--- config.mk ---
export PLATFORM = sky130hd
export DESIGN_NAME = framebuffer_diff_run_detector
export DESIGN_NICKNAME = d
export VERILOG_FILES = /design/src/hw/rtl/fbd_pkg.sv /design/src/hw/rtl/fbd_tracker.sv /design/src/hw/rtl/fbd_seg_buffer.sv /design/src/hw/rtl/framebuffer_diff_run_detector.sv
export SDC_FILE = /design/constraint.sdc
export NUM_CORES = 1
export LEC_CHECK = 0
export BUFFER_PORTS_ARGS = -buffer_cell sky130_fd_sc_hd__buf_2
export CAP_MARGIN = 20
export CORE_ASPECT_RATIO = 1.2
export CORE_MARGIN = 3
export CORE_UTILIZATION = 51
export CTS_BUF_LIST = sky130_fd_sc_hd__clkbuf_8
export DETAILED_ROUTE_END_ITERATION = 6
export GPL_TIMING_DRIVEN = 1
export PLACE_DENSITY = 0.79
export SLEW_MARGIN = 20
export SYNTH_ARGS = -nofsm -noshare
export SYNTH_HDL_FRONTEND = slang
export SYNTH_SLANG_ARGS = --single-unit
--- constraint.sdc ---
create_clock -name clk -period 7.75 [get_ports clk]
set_input_delay 0 -clock clk [delete_from_list [all_inputs] [get_ports clk]]
set_output_delay 0 -clock clk [all_outputs]
set_load 0.05 [all_outputs]
--- src/hw/rtl/fbd_pkg.sv ---
// Shared types and constants for the framebuffer difference run detector.
// Holds the configuration bundle, the segment word and the result buffer sizing.
// No dependencies.
package fbd_pkg;

    localparam int SEG_COORD_W = 10;
    localparam int SEG_BUF_DEPTH = 4;
    localparam int SEG_BUF_PTR_W = 2;
    localparam int SEG_BUF_CNT_W = 3;

    typedef enum logic [1:0] {
        REG_FRAME_WIDTH  = 2'd0,
        REG_FRAME_HEIGHT = 2'd1,
        REG_WHITE_LEVEL  = 2'd2
    } reg_index_t;

    typedef enum logic {
        KIND_CHANGED  = 1'b0,
        KIND_WHITENED = 1'b1
    } region_kind_t;

    typedef struct packed {
        logic [10:0] frame_width;
        logic [10:0] frame_height;
        logic [7:0]  white_level;
    } cfg_t;

    typedef struct packed {
        region_kind_t           region_kind;
        logic [SEG_COORD_W-1:0] row_index;
        logic [SEG_COORD_W-1:0] start_col;
        logic [SEG_COORD_W-1:0] end_col;
        logic                   last_of_run;
    } seg_t;

    typedef struct packed {
        logic [1:0] count;
        seg_t       first;
        seg_t       second;
    } seg_pair_t;

endpackage

--- src/hw/rtl/fbd_tracker.sv ---
// Raster position counters and the two open-run trackers of the detector.
// Produces up to two segments for the pixel pair held in the input register.
// Depends on fbd_pkg.
module fbd_tracker
    import fbd_pkg::*;
#(
    parameter int MAX_COLS = 1024,
    parameter int MAX_ROWS = 1024
)
(
    input  logic      clk,
    input  logic      rst_n,
    input  cfg_t      cfg,
    input  logic      step,
    input  logic [7:0] old_pixel,
    input  logic [7:0] new_pixel,
    output seg_pair_t segs
);

    localparam int CW = $clog2(MAX_COLS);
    localparam int RW = (MAX_ROWS > 1) ? $clog2(MAX_ROWS) : 1;
    localparam int DCW = (CW + 1 > 11) ? CW + 1 : 11;
    localparam int DRW = (RW + 1 > 11) ? RW + 1 : 11;

    logic [CW-1:0] col_reg, col_next;
    logic [RW-1:0] row_reg, row_next;
    logic          ch_open_reg, ch_open_next;
    logic [CW-1:0] ch_begin_reg, ch_begin_next;
    logic          wh_open_reg, wh_open_next;
    logic [CW-1:0] wh_begin_reg, wh_begin_next;

    logic [DCW-1:0] fw_ext;
    logic [DRW-1:0] fh_ext;
    logic [CW-1:0]  w_last;
    logic [RW-1:0]  h_last;
    logic           row_end;
    logic           changed;
    logic           whitened;
    logic           ch_emit;
    logic           wh_emit;
    seg_t           ch_seg;
    seg_t           wh_seg;

    always_comb
    begin
        fw_ext = DCW'(cfg.frame_width);
        fh_ext = DRW'(cfg.frame_height);
        if (fw_ext == '0)
        begin
            w_last = '0;
        end
        else if (fw_ext > DCW'(MAX_COLS))
        begin
            w_last = CW'(MAX_COLS - 1);
        end
        else
        begin
            w_last = CW'(fw_ext - DCW'(1));
        end
        if (fh_ext == '0)
        begin
            h_last = '0;
        end
        else if (fh_ext > DRW'(MAX_ROWS))
        begin
            h_last = RW'(MAX_ROWS - 1);
        end
        else
        begin
            h_last = RW'(fh_ext - DRW'(1));
        end
    end

    always_comb
    begin
        row_end  = (col_reg >= w_last);
        changed  = (old_pixel != new_pixel);
        whitened = (old_pixel != cfg.white_level) && (new_pixel == cfg.white_level);

        // A run closes on the first pixel outside it, or on the last pixel of the row.
        ch_emit = (!changed && ch_open_reg) || (changed && row_end);
        wh_emit = (!whitened && wh_open_reg) || (whitened && row_end);

        ch_seg.region_kind = KIND_CHANGED;
        ch_seg.row_index   = SEG_COORD_W'(row_reg);
        ch_seg.start_col   = ch_open_reg ? SEG_COORD_W'(ch_begin_reg) : SEG_COORD_W'(col_reg);
        ch_seg.end_col     = changed ? SEG_COORD_W'(col_reg)
                                     : SEG_COORD_W'(col_reg - CW'(1));
        ch_seg.last_of_run = !wh_emit;

        wh_seg.region_kind = KIND_WHITENED;
        wh_seg.row_index   = SEG_COORD_W'(row_reg);
        wh_seg.start_col   = wh_open_reg ? SEG_COORD_W'(wh_begin_reg) : SEG_COORD_W'(col_reg);
        wh_seg.end_col     = whitened ? SEG_COORD_W'(col_reg)
                                      : SEG_COORD_W'(col_reg - CW'(1));
        wh_seg.last_of_run = 1'b1;

        segs.count  = {1'b0, ch_emit} + {1'b0, wh_emit};
        segs.first  = ch_emit ? ch_seg : wh_seg;
        segs.second = wh_seg;
    end

    always_comb
    begin
        col_next      = col_reg;
        row_next      = row_reg;
        ch_open_next  = ch_open_reg;
        ch_begin_next = ch_begin_reg;
        wh_open_next  = wh_open_reg;
        wh_begin_next = wh_begin_reg;
        if (step)
        begin
            ch_open_next = changed && !row_end;
            wh_open_next = whitened && !row_end;
            if (!ch_open_reg)
            begin
                ch_begin_next = col_reg;
            end
            if (!wh_open_reg)
            begin
                wh_begin_next = col_reg;
            end
            if (row_end)
            begin
                col_next = '0;
                row_next = (row_reg >= h_last) ? '0 : row_reg + RW'(1);
            end
            else
            begin
                col_next = col_reg + CW'(1);
            end
        end
    end

    always_ff @(posedge clk or negedge rst_n)
    begin
        if (!rst_n)
        begin
            col_reg      <= '0;
            row_reg      <= '0;
            ch_open_reg  <= 1'b0;
            ch_begin_reg <= '0;
            wh_open_reg  <= 1'b0;
            wh_begin_reg <= '0;
        end
        else
        begin
            col_reg      <= col_next;
            row_reg      <= row_next;
            ch_open_reg  <= ch_open_next;
            ch_begin_reg <= ch_begin_next;
            wh_open_reg  <= wh_open_next;
            wh_begin_reg <= wh_begin_next;
        end
    end

endmodule

--- src/hw/rtl/fbd_seg_buffer.sv ---
// Small result buffer for segments: takes up to two words per cycle, gives one.
// Its registers form the output stage of the detector.
// Depends on fbd_pkg.
module fbd_seg_buffer
    import fbd_pkg::*;
(
    input  logic      clk,
    input  logic      rst_n,
    input  logic      push,
    input  seg_pair_t segs,
    output logic      room2,
    output logic      out_valid,
    input  logic      out_ready,
    output seg_t      out_seg
);

    seg_t                     entry_reg [SEG_BUF_DEPTH];
    logic [SEG_BUF_PTR_W-1:0] wr_ptr_reg, wr_ptr_next;
    logic [SEG_BUF_PTR_W-1:0] rd_ptr_reg, rd_ptr_next;
    logic [SEG_BUF_CNT_W-1:0] count_reg, count_next;
    logic [1:0]               n_push;
    logic                     pop;

    assign n_push    = push ? segs.count : 2'd0;
    assign out_valid = (count_reg != '0);
    assign pop       = out_valid && out_ready;
    assign room2     = (count_reg <= SEG_BUF_CNT_W'(SEG_BUF_DEPTH - 2));
    assign out_seg   = entry_reg[rd_ptr_reg];

    always_comb
    begin
        wr_ptr_next = wr_ptr_reg + SEG_BUF_PTR_W'(n_push);
        rd_ptr_next = rd_ptr_reg + SEG_BUF_PTR_W'(pop);
        count_next  = count_reg + SEG_BUF_CNT_W'(n_push) - SEG_BUF_CNT_W'(pop);
    end

    always_ff @(posedge clk)
    begin
        if (n_push != 2'd0)
        begin
            entry_reg[wr_ptr_reg] <= segs.first;
        end
        if (n_push == 2'd2)
        begin
            entry_reg[wr_ptr_reg + SEG_BUF_PTR_W'(1)] <= segs.second;
        end
    end

    always_ff @(posedge clk or negedge rst_n)
    begin
        if (!rst_n)
        begin
            wr_ptr_reg <= '0;
            rd_ptr_reg <= '0;
            count_reg  <= '0;
        end
        else
        begin
            wr_ptr_reg <= wr_ptr_next;
            rd_ptr_reg <= rd_ptr_next;
            count_reg  <= count_next;
        end
    end

endmodule

--- src/hw/rtl/framebuffer_diff_run_detector.sv ---
// Top level of the framebuffer difference run detector.
// Holds the configuration registers and the input register; uses fbd_tracker,
// fbd_seg_buffer and fbd_pkg.
//
//   channel  | signals                                  | word
//   ---------+------------------------------------------+--------------------------------
//   s (in)   | s_tvalid s_tready s_tdata                 | old_pixel, new_pixel
//   m (out)  | m_tvalid m_tready m_tdata m_tuser m_tlast | row, start, end; kind; last
//   cfg      | cfg_valid cfg_ready cfg_index cfg_data   | register index, value
//
// One pixel pair is taken per cycle; its segments reach the output through the buffer
// registers. A pair leaves the input register only when the four-entry result buffer
// has room for two segments, so the input stalls only while results back up.
// Reset clears the counters, the trackers and the buffer and loads the default
// frame size and white level. Configuration writes are taken in every cycle.
module framebuffer_diff_run_detector
    import fbd_pkg::*;
#(
    parameter int MAX_COLS = 1024,
    parameter int MAX_ROWS = 1024
)
(
    input  logic        clk,
    input  logic        rst_n,
    input  logic        s_tvalid,
    output logic        s_tready,
    input  logic [15:0] s_tdata,   // old_pixel [7:0], new_pixel [15:8]
    output logic        m_tvalid,
    input  logic        m_tready,
    output logic [31:0] m_tdata,   // row_index [9:0], start_col [19:10], end_col [29:20]
    output logic [0:0]  m_tuser,   // region_kind [0]
    output logic        m_tlast,
    input  logic        cfg_valid,
    output logic        cfg_ready,
    input  logic [1:0]  cfg_index,
    input  logic [10:0] cfg_data
);

    cfg_t       cfg_reg, cfg_next;
    logic       pix_vld_reg, pix_vld_next;
    logic [7:0] old_reg;
    logic [7:0] new_reg;
    logic       step;
    logic       room2;
    seg_pair_t  segs;
    seg_t       out_seg;

    assign cfg_ready = 1'b1;
    assign step      = pix_vld_reg && room2;
    assign s_tready  = !pix_vld_reg || step;

    always_comb
    begin
        cfg_next = cfg_reg;
        if (cfg_valid)
        begin
            case (cfg_index)
                REG_FRAME_WIDTH:  cfg_next.frame_width  = cfg_data;
                REG_FRAME_HEIGHT: cfg_next.frame_height = cfg_data;
                REG_WHITE_LEVEL:  cfg_next.white_level  = cfg_data[7:0];
                default:          cfg_next = cfg_reg;
            endcase
        end
        pix_vld_next = s_tready ? s_tvalid : pix_vld_reg;
    end

    always_ff @(posedge clk or negedge rst_n)
    begin
        if (!rst_n)
        begin
            cfg_reg.frame_width  <= 11'd600;
            cfg_reg.frame_height <= 11'd800;
            cfg_reg.white_level  <= 8'd255;
            pix_vld_reg          <= 1'b0;
        end
        else
        begin
            cfg_reg     <= cfg_next;
            pix_vld_reg <= pix_vld_next;
        end
    end

    always_ff @(posedge clk)
    begin
        if (s_tvalid && s_tready)
        begin
            old_reg <= s_tdata[7:0];
            new_reg <= s_tdata[15:8];
        end
    end

    fbd_tracker #(
        .MAX_COLS (MAX_COLS),
        .MAX_ROWS (MAX_ROWS)
    ) u_tracker (
        .clk       (clk),
        .rst_n     (rst_n),
        .cfg       (cfg_reg),
        .step      (step),
        .old_pixel (old_reg),
        .new_pixel (new_reg),
        .segs      (segs)
    );

    fbd_seg_buffer u_seg_buffer (
        .clk       (clk),
        .rst_n     (rst_n),
        .push      (step),
        .segs      (segs),
        .room2     (room2),
        .out_valid (m_tvalid),
        .out_ready (m_tready),
        .out_seg   (out_seg)
    );

    assign m_tdata = {2'b00, out_seg.end_col, out_seg.start_col, out_seg.row_index};
    assign m_tuser = out_seg.region_kind;
    assign m_tlast = out_seg.last_of_run;

endmodule

==> results.md, run 1 <==
- The run finished with clean final reports.
- The clock insertion delay at the later pin of the skew report is roughly 0.54 ns.
- The number of max-slew violations in the final report is 0.
- The post-route clock skew is about 0.023 ns.
- After clock tree synthesis, the setup repair step added 0 buffers.
- Data on the critical path is required at its endpoint by roughly 8 ns.
- Setup repair after global routing left no endpoint under its margin.
- For this design the ratio of total power to cell area is roughly 300 nW/um^2.
- The H-tree was split into 2 levels.
- The post-placement worst setup slack is 1.23 ns.
- The count of filler cells inserted in the layout is ~1800.
- For this run, the leading register cell type out of synthesis is sky130_fd_sc_hd__edfxtp_1.
- The number of global-route vias before repair was 8070.
- In this run the core area contains 60 standard-cell rows.
- For this run, the detailed router's first-pass iteration total came to 5.
- The CTS buffer count is 37.
- The worst setup path is captured at a flop.
- Summed over all layers, the global routing overflow is 0.
- Global routing consumed, over all layers together, 20.8% of the routing resources.
- The number of standard cells after synthesis is 959.
- Entering global routing, the biggest net connects 81 pins.
- Of the total synthesized cell area, the portion taken by full adders, half adders and majority gates is roughly 3.6%.
- The path class of the tightest hold or removal check is in -> reg.
- Compared with the post-synthesis result, the final layout area differs by 13.1%.
- The number of cells upsized or downsized after cts is 0.
- After synthesis the cells add up to roughly 12000 um^2.
- The element type at the critical path start is a flop.
- The die span in y is 172 um.
- The routed wire length is 25500 um.
- The number of flops mapped to enable cells by yosys is roughly 140.
- The depth of the most critical reg-to-reg path is 18.
- The iteration-0 DRC count of the detailed router is 607.
- The biggest area consumer among synthesized cells is sky130_fd_sc_hd__edfxtp_1.
- The buffer levels on the longest clock path is 3.
- The number of port buffers is 67.
- TritonCTS built the clock tree.
- At the end of routability-driven placement, the weighted congestion stood at 0.879.
- The net total in the final layout is 1114.
- The number of warnings reported in the yosys synthesis log is 0.
- The via-per-instance ratio is roughly 6.0.
- Across the run, the number of max-cap violations was 0.
- The worst hold path cell count is 5.
- The initial antenna violation count was 0.
- The number of clock sinks seen by CTS is 224.
- After synthesis, the largest family of logic cells by area is multiplexers.
- For this run, asynchronously set or reset flops after synthesis account for 35.7%.
- For the final routed database, the setup TNS stands at 0 ns.
- The worst supply voltage drop on vdd is about 0.17 mV.
- The worst slew slack as a fraction of its limit is 33.1%.
- The total area inside the core boundary comes to 22500 um^2.
- The count of endpoints failing hold in the final timing report is 0.
- The repair_antennas step left the layout with diodes totalling 0.
- The detailed-route DRC error count is 0.
- The xor and xnor area share after synthesis is 4.18%.
- The area fraction in compound gates after synthesis is between 10% and 20%.
- The tightest hold path in the finished design has a slack of 0.0358 ns.
- Sorting the synthesized cells by area gives the leading types as sky130_fd_sc_hd__edfxtp_1 35%, sky130_fd_sc_hd__dfrtp_1 14%, sky130_fd_sc_hd__mux4_2 6.1%, sky130_fd_sc_hd__mux2_2 3.7%, sky130_fd_sc_hd__ha_1 3.4%.
- The post-synthesis register bit count is approximately 220.
- Across all setup checks in the final design, the least slack found is 1.16 ns.
- The clock period minus final worst setup slack is 6.59 ns.
- The wire-length estimate of the detail-placed layout is 16800 um.
- The final route contains 8099 vias.
- STA puts the critical path data arrival time at 6.87 ns.
- CTS placed an instance of sky130_fd_sc_hd__clkbuf_8 at the clock tree root.
- In the final layout, the share of cells above drive strength 1 is between 20% and 30%.
- The global-route wire length before repair is 41300 um.
- The floorplan step defined a die boundary enclosing 24900 um^2.
- Summing the areas of all and, or, nand and nor instances in the mapped netlist gives 11.8% of the synthesized area.
- For this design the static power due to leakage is 0.00507 uW.
- After clock tree synthesis, the clock-pin slew on the worst setup and hold paths is approximately 0.06 ns.
- The share of synthesized area spent on multiplexers is between 10% and 20%.
- For the pin with the worst max-slew slack, the measured transition is 1.00 ns.
- The register with the most flip-flops in the layout has about 130 of them.
- Based on the critical path, the design can be clocked at up to 152 MHz.
- The floorplan step set the die width to 144 um.
- The average instance in the mapped netlist occupies 12.2 um^2.
- Hold repair after CTS inserted 32 buffers.
- The remaining antenna violation count is 0.
- The top cell type by area accounts for 34.8% of the synthesized area.
- For this design the top-level I/O count stands at 71.
- The worst setup path is of the reg -> reg kind.
- The number of distinct library cells after synthesis is 65.
- Setup violations remaining at the end of the flow were counted as 0.
- The per-cell routed wire length is 18.8 um.
- For this configuration, the core starts out at a cell density of a little over half.
- The maximum fanout along the worst path is 27.
- The share of the Yosys chip area taken by registers is 53.4%.
- Dividing the final minimum period by the clock period gives 85.0%.
==> cell type report <==
type	count	area [um^2]	share of cell area [%]
Timing Repair Buffer	107	722	5.44
Multi-Input combinational cell	661	5120	38.6
Clock buffer	39	537	4.04
Clock inverter	29	210	1.58
Inverter	16	65.1	0.490
Tap cell	279	349	2.63
Sequential cell	224	6270	47.2
==> layer usage <==
metal / track usage (%) / up-vias / wire length, um
met5: 0 / - / 0
met4: 8.40 / 0 / 858
met3: 3.40 / 70 / 1520
met2: 34.7 / 325 / 12600
met1: 27.4 / 3920 / 10500
li1: - / 3784 / -
==> kinds of logic after synthesis <==
logic type,count (synthesis)
XOR/XNOR,56
buffers and inverters,75
adder cells (fa/ha/maj),33
flip-flops,224
other,2
AO/OA/AOI/OAI,210
AND/OR/NAND/NOR,261
multiplexers,98
==> final timing paths <==
kind                                                from  slack [ns]                            end
max in group asynchronous                          rst_n        7.14     u_seg_buffer.rd_ptr_reg[0]
setup / recovery                             cfg_reg[24]        1.16  u_seg_buffer.entry_reg[0][30]
setup reg to reg                             cfg_reg[24]        1.16  u_seg_buffer.entry_reg[0][30]
min in group asynchronous                          rst_n        0.08                    cfg_reg[15]
hold / removal                              cfg_index[0]        0.04                    cfg_reg[20]
hold reg to reg            u_seg_buffer.entry_reg[2][31]        0.47  u_seg_buffer.entry_reg[2][31]
==> synthesized netlist by cell type (17+ instances only) <==
| master | number |
|---|---|
| sky130_fd_sc_hd__a21oi_1 | 36 |
| sky130_fd_sc_hd__and2_1 | 43 |
| sky130_fd_sc_hd__clkbuf_1 | 41 |
| sky130_fd_sc_hd__dfrtp_1 | 65 |
| sky130_fd_sc_hd__edfxtp_1 | 136 |
| sky130_fd_sc_hd__ha_1 | 32 |
| sky130_fd_sc_hd__mux2_2 | 39 |
| sky130_fd_sc_hd__mux2i_1 | 26 |
| sky130_fd_sc_hd__mux4_2 | 32 |
| sky130_fd_sc_hd__nand2_1 | 58 |
| sky130_fd_sc_hd__nor2_1 | 50 |
| sky130_fd_sc_hd__nor3_1 | 17 |
| sky130_fd_sc_hd__o21ai_0 | 46 |
| sky130_fd_sc_hd__o22ai_1 | 57 |
| sky130_fd_sc_hd__xnor2_1 | 22 |
| sky130_fd_sc_hd__xor2_1 | 34 |
==> worst max-delay path, stage by stage, from the launching register on <==
cell and delay (ns):
sky130_fd_sc_hd__dfrtp_1 0.42, sky130_fd_sc_hd__nor4_1 0.36, sky130_fd_sc_hd__nand2b_1 0.14, sky130_fd_sc_hd__or3_1 0.38, sky130_fd_sc_hd__or2_2 0.34, sky130_fd_sc_hd__o21ai_0 0.11, sky130_fd_sc_hd__ha_1 0.28, sky130_fd_sc_hd__a211o_1 0.29
sky130_fd_sc_hd__a21oi_1 0.13, sky130_fd_sc_hd__o21a_1 0.18, sky130_fd_sc_hd__o21ai_2 0.14, sky130_fd_sc_hd__mux2i_4 0.76, sky130_fd_sc_hd__inv_6 0.17, sky130_fd_sc_hd__ha_1 0.44, sky130_fd_sc_hd__o21ai_2 0.30, sky130_fd_sc_hd__or3_1 0.61
sky130_fd_sc_hd__nand2_1 0.62, sky130_fd_sc_hd__buf_4 0.44, sky130_fd_sc_hd__and2_1 0.20
==> metrics by stage <==
stage	area [um^2]	power (uW)	util [%]	std cells
floorplan	11700	2590	-	960
CTS	13300	3950	58.9	1355
global placement	12200	2860	54.2	1255
finish	13300	3920	58.9	1355
detailed placement	12200	2890	54.2	1255
global route	13300	4130	58.9	1355
==> cell usage in the layout, fill, tap and decap left out, types with 12 or more instances in the layout <==
cell type / count
sky130_fd_sc_hd__nand2b_1: 14
sky130_fd_sc_hd__nor3_1: 17
sky130_fd_sc_hd__a22oi_1: 12
sky130_fd_sc_hd__dfrtp_1: 64
sky130_fd_sc_hd__mux4_2: 32
sky130_fd_sc_hd__o21ai_0: 45
sky130_fd_sc_hd__buf_2: 66
sky130_fd_sc_hd__o22ai_1: 57
sky130_fd_sc_hd__xor2_1: 34
sky130_fd_sc_hd__mux2_2: 39
sky130_fd_sc_hd__nor2b_1: 13
sky130_fd_sc_hd__mux2i_1: 26
sky130_fd_sc_hd__clkbuf_8: 39
sky130_fd_sc_hd__dlygate4sd3_1: 32
sky130_fd_sc_hd__dfstp_2: 15
sky130_fd_sc_hd__nor2_1: 50
sky130_fd_sc_hd__edfxtp_1: 136
sky130_fd_sc_hd__a21oi_1: 36
sky130_fd_sc_hd__xnor2_1: 22
sky130_fd_sc_hd__nand2_1: 58
sky130_fd_sc_hd__and2_1: 43
sky130_fd_sc_hd__ha_1: 32
sky130_fd_sc_hd__inv_1: 26
==> report_power, final <==
part           internal (uW)  switching [uW]
sequential              1390             149
combinational            464             879
clock                    573             471
total                   2430            1500
No activity file was read; power rests on OpenSTA's default activity.
==> inputs of run 2 (changes only) <==
--- a/config.mk
+++ b/config.mk
@@ -5,6 +5,7 @@
 export SDC_FILE = /design/constraint.sdc
 export NUM_CORES = 1
 export LEC_CHECK = 0
+export ABC_AREA = 1
 export BUFFER_PORTS_ARGS = -buffer_cell sky130_fd_sc_hd__buf_2
 export CAP_MARGIN = 20
 export CORE_ASPECT_RATIO = 1.2
==> constraint.sdc (replaced) <==
create_clock -name clk -period 6.4 [get_ports clk]
set_input_delay 0 -clock clk [delete_from_list [all_inputs] [get_ports clk]]
set_output_delay 0 -clock clk [all_outputs]
set_load 0.05 [all_outputs]
==> run 2 against run 1 <==
- cell count grew 47%
- sequential power grew 22%
- sequential share of layout area decreased by 2.7 points
- area after synthesis grew 6.6%
- critical path depth is 5 higher
- first-iteration DRC count grew 50%
==> results.md, run 2 <==
- The flow ran to the end, and the final reports show no timing, DRC or antenna violations.
- The sequential share of the synthesized area was 50.1% (-3.3 points).
- The post-CTS setup buffer count is 0 (unchanged).
- By count the netlist is led by 465 x sky130_fd_sc_hd__nand2_1, 172 x sky130_fd_sc_hd__nor2_1, 170 x sky130_fd_sc_hd__o21ai_0, 142 x sky130_fd_sc_hd__inv_1, 136 x sky130_fd_sc_hd__edfxtp_1.
- Setup repair after global routing left no endpoint under its margin.
- The data arrival time of the critical path is 4.94 ns (-1.93 ns).
- The library cells used most frequently in the layout, excluding fill and tap cells, are 465 x sky130_fd_sc_hd__nand2_1, 172 x sky130_fd_sc_hd__nor2_1, 170 x sky130_fd_sc_hd__o21ai_0.
- The most numerous cell on the critical path is sky130_fd_sc_hd__nand2_1.
- The post-route fraction of the period consumed by the critical path is 74.1% (-11 points).
- The share of flip-flops with an asynchronous set or reset came to 35.7% (unchanged).
- The share of total power consumed by net switching is 44.4% (+6.2 points).
- The number of flip-flops in the largest register was 128 (unchanged).
- The core outline area is 24000 um^2 (+6.8%).
- The net total in the final layout was 1708 (+53%).
- The element type at the critical path start is a flop.
- The post-layout total power is 5420 uW (+38%).
- The iteration-0 DRC count of the detailed router is 910 (+50%).
- The clock transition time at the flip-flop clock pins of the worst setup and hold paths is 0.06 ns (about the same).
- The worst setup path is captured at a flop.
- The TritonCTS clock tree is yes.
- The maximum frequency from static timing analysis is 211 MHz (+39%).
- The standby leakage power came to 0.00656 uW (+30%).
- The combined global-route utilization of all metal layers is 23.2% (+2.3 points).
- The number of hold buffers added after cts came to 29 (-9.4%).
- The number of distinct library cells after synthesis is 46 (-29%).
- The count of endpoints failing hold in the final timing report was 0 (unchanged).
- The antenna diode instance count is 0 (unchanged).
- The maximum number of pins on one net before global-route repair came to 81 (unchanged).
- The total number of vias was 10800 (+33%).
- The CTS buffer count is 37 (unchanged).
- The worst supply voltage drop on vdd is 0.249 mV (+48%).
- The number of maximum-capacitance constraint violations is 0 (unchanged).
- The floorplan row count came to 62 (+3.3%).
- The critical path buffer and inverter count is 5 (+3).
- The starting density of the core is 52.0% (-0.070 points).
- The root buffer selected by CTS is sky130_fd_sc_hd__clkbuf_8.
- The fraction of post-synthesis cell area in the top cell type by area is 32.6% (-2.2 points).
- The routed wire length is 30600 um (+20%).
- The worst slew slack as a fraction of its limit is 36.8% (+3.6 points).
- The worst path required time is 6.59 ns (-1.44 ns).
- The post-synthesis register bit count was 224 (unchanged).
- The share of the core filled with cells in the final layout is 58.5% (-0.41 points).
- The detailed-route DRC error count is 0 (unchanged).
- The final cell area excluding filler cells was 14100 um^2 (+6.0%).
- The final sum of negative setup slack is 0 ns (unchanged).
- The full die area is 26500 um^2 (+6.4%).
- The slowest stage cell on the critical path is sky130_fd_sc_hd__dfrtp_1.
- The global-route wire length before repair is 50000 um (+21%).
- The post-placement cell area is 13000 um^2 (+6.7%).
- The remaining antenna violation count is 0 (unchanged).
- Traced cell by cell, the critical path runs through inv_1 > ha_1 > nand2_1 > nor2_1 > nand3_1 > inv_1 > nand3_1 > nand2_1 > nand2_1 > o21ai_0 > ha_1 > a21o_1 > nor2_1 > nand3_2 > nor2_2 > nor2_4 > buf_4 > ha_1 > inv_1 > o21ai_1 > nand2_1 > nand2_1 > buf_4.
- The total power per unit cell area is 385 nW/um^2 (+30%).
- The die width is 149 um (+3.1%).
- The number of warnings reported in the yosys synthesis log is 0 (unchanged).
- The number of flops mapped to enable cells by yosys came to 136 (unchanged).
- The portion of total power attributed to the clock network is 24.2% (-2.4 points).
- The internal power is 3010 uW (+24%).
- The count of filler cells inserted in the layout is 2089 (+18%).
- The number of standard cells after synthesis is 1561 (+63%).
- The placed wire-length estimate after detailed placement is 20300 um (+21%).
- The synthesized design spends more area on one cell type than any other, namely sky130_fd_sc_hd__edfxtp_1.
- The area growth from synthesis to layout is 12.5%.
- The die span in y came to 178 um (+3.2%).
- The clock period minus final worst setup slack is 4.74 ns (-1.84 ns).
- The per-cell routed wire length is 15.4 um (-18%).
- The type of the worst setup path is reg -> reg.
- The aggregate global routing overflow is 0 (unchanged).
- Broken down by cell family, the worst path's largest delay share belongs to simple AND/OR/NAND/NOR gates.
- The post-route clock skew was 0.0301 ns (+0.00709 ns).
- The leading cell type by number of instances after synthesis is sky130_fd_sc_hd__nand2_1.
- The initial antenna violation count is 0 (unchanged).
- Leaving out fill and tap cells, the most frequent cell in the layout is sky130_fd_sc_hd__nand2_1.
- The total of endpoints with negative setup slack in the final report is 0 (unchanged).
- The I/O pin count came to 71 (unchanged).
- In the post-synthesis netlist, the biggest area contributors are sky130_fd_sc_hd__edfxtp_1 33%, sky130_fd_sc_hd__nand2_1 14%, sky130_fd_sc_hd__dfrtp_1 13%, sky130_fd_sc_hd__o21ai_0 6.8%, sky130_fd_sc_hd__nor2_1 5.2%.
- The combinational group share of total power is 41.1% (+6.9 points).
- The number of clock sinks seen by CTS is 224 (unchanged).
- The netlist area before placement is 12500 um^2 (+6.6%).
- The actual slew at the worst max-slew pin is 0.947 ns (-0.0557 ns).
- The routability-driven placement congestion ratio is 0.922 (+4.9%).
- The number of max-slew violations in the final report was 0 (unchanged).
- The maximum fanout along the worst path is 22 (-19%).
- The class of the tightest hold or removal check is in -> reg.
- The number of global-route vias before repair was 10297 (+28%).
- The via-per-instance ratio was 5.43 (-9.2%).
- The H-tree depth reported by CTS is 2 (unchanged).
- For this run, the leading register cell type out of synthesis is sky130_fd_sc_hd__edfxtp_1.
- The number of cells upsized or downsized after cts came to 0 (unchanged).
- The worst setup slack after layout is 1.66 ns (+0.493 ns).
- The post-placement worst setup slack is 1.64 ns (+0.414 ns).
- The synthesized area divided by synthesized cell count came to 8.01 um^2 (-34%).
- The number of port buffers is 67 (unchanged).
- The power share of the sequential group is 34.7% (-4.5 points).
- The buffer levels on the longest clock path is 3 (unchanged).
- The clock insertion delay at the later pin of the skew report came to 0.55 ns (about the same).
- The share of final-layout standard cells stronger than drive strength 1 was 11.8% (-10 points).
- The delay contributed by the slowest stage of the critical path came to 0.41 ns (-0.35 ns).
- The length of the first detailed-routing pass in iterations is 5 (unchanged).
- The power dissipated by switching net loads is 2410 uW (+61%).
-- run 2: changes by cell type after synthesis, sizes merged, moves of 27 or more --
cell / before / now
mux4: 32 / 0
nor2: 51 / 175
nand2: 62 / 492
mux2i: 27 / 0
inv: 16 / 149
o21ai: 48 / 173
and2: 45 / 0
mux2: 39 / 0
nand3: 7 / 121
-- run 2: logic make-up after synthesis --
family / after synthesis / synth area share, %
buffers and inverters: 218 / 7.09
and+or+nand+nor: 825 / 27.8
adders and majority gates: 33 / 3.36
other: 2 / 0.0600
DFF: 224 / 50.1
xor gates and xnor gates: 19 / 1.33
AOI/OAI and AO/OA: 240 / 10.3
-- run 2: worst register-to-register path, delay by kind of cell, from the launching register on --
family	cells	cell delay, ns
buf+inv	5	0.89
simple gates	12	1.68
flops	1	0.41
compound gates	3	0.62
fa+ha+maj	3	0.80
-- run 2: routing by layer --
layer | global-route usage (%) | vias up | wire length (um)
li1 | - | 5269 | -
met1 | 29.3 | 4996 | 12200
met2 | 39.7 | 460 | 15200
met3 | 3.86 | 75 | 2270
met4 | 9.16 | 0 | 916
met5 | 0 | - | 0
-- run 2: through the flow --
step | instances | hold slack, ns
global placement | 1893 | 0.177
detailed placement | 1893 | 0.178
CTS | 1989 | 0.0495
floorplan | 1562 | -0.296
finish | 1989 | 0.0790
global route | 1989 | 0.0675
-- run 2: area by class of cell --
type / instances / area (um^2) / area share [%]
Sequential cell: 224 / 6270 / 44.5
Clock buffer: 39 / 537 / 3.81
Timing Repair Buffer: 107 / 714 / 5.08
Inverter: 151 / 567 / 4.03
Multi-Input combinational cell: 1120 / 5360 / 38.1
Tap cell: 320 / 400 / 2.84
Clock inverter: 28 / 228 / 1.62
-- run 2: power by group through the flow --
stage,registers (uW),logic [uW],clock network [uW]
after floorplan,1830,1750,0
after global placement,1890,2160,0
after detailed placement,1900,2220,0
after CTS,1870,2240,1330
after global routing,1900,2470,1400
final,1880,2230,1310
-- run 2: path summary, 6_finish.rpt --
| kind | from | end | slack [ns] | cells after the start |
|---|---|---|---|---|
| max | cfg_reg[19] | u_seg_buffer.entry_reg[1][2] | 1.66 | 23 |
| min | m_tready | u_seg_buffer.rd_ptr_reg[0] | 0.08 | 3 |
| max reg2reg | cfg_reg[19] | u_seg_buffer.entry_reg[1][2] | 1.66 | 23 |
| min reg2reg | u_tracker.ch_begin_reg[5] | u_tracker.ch_begin_reg[5] | 0.48 | 2 |
| max in group asynchronous | rst_n | u_seg_buffer.rd_ptr_reg[0] | 5.79 | 2 |
| min in group asynchronous | rst_n | cfg_reg[9] | 0.09 | 2 |
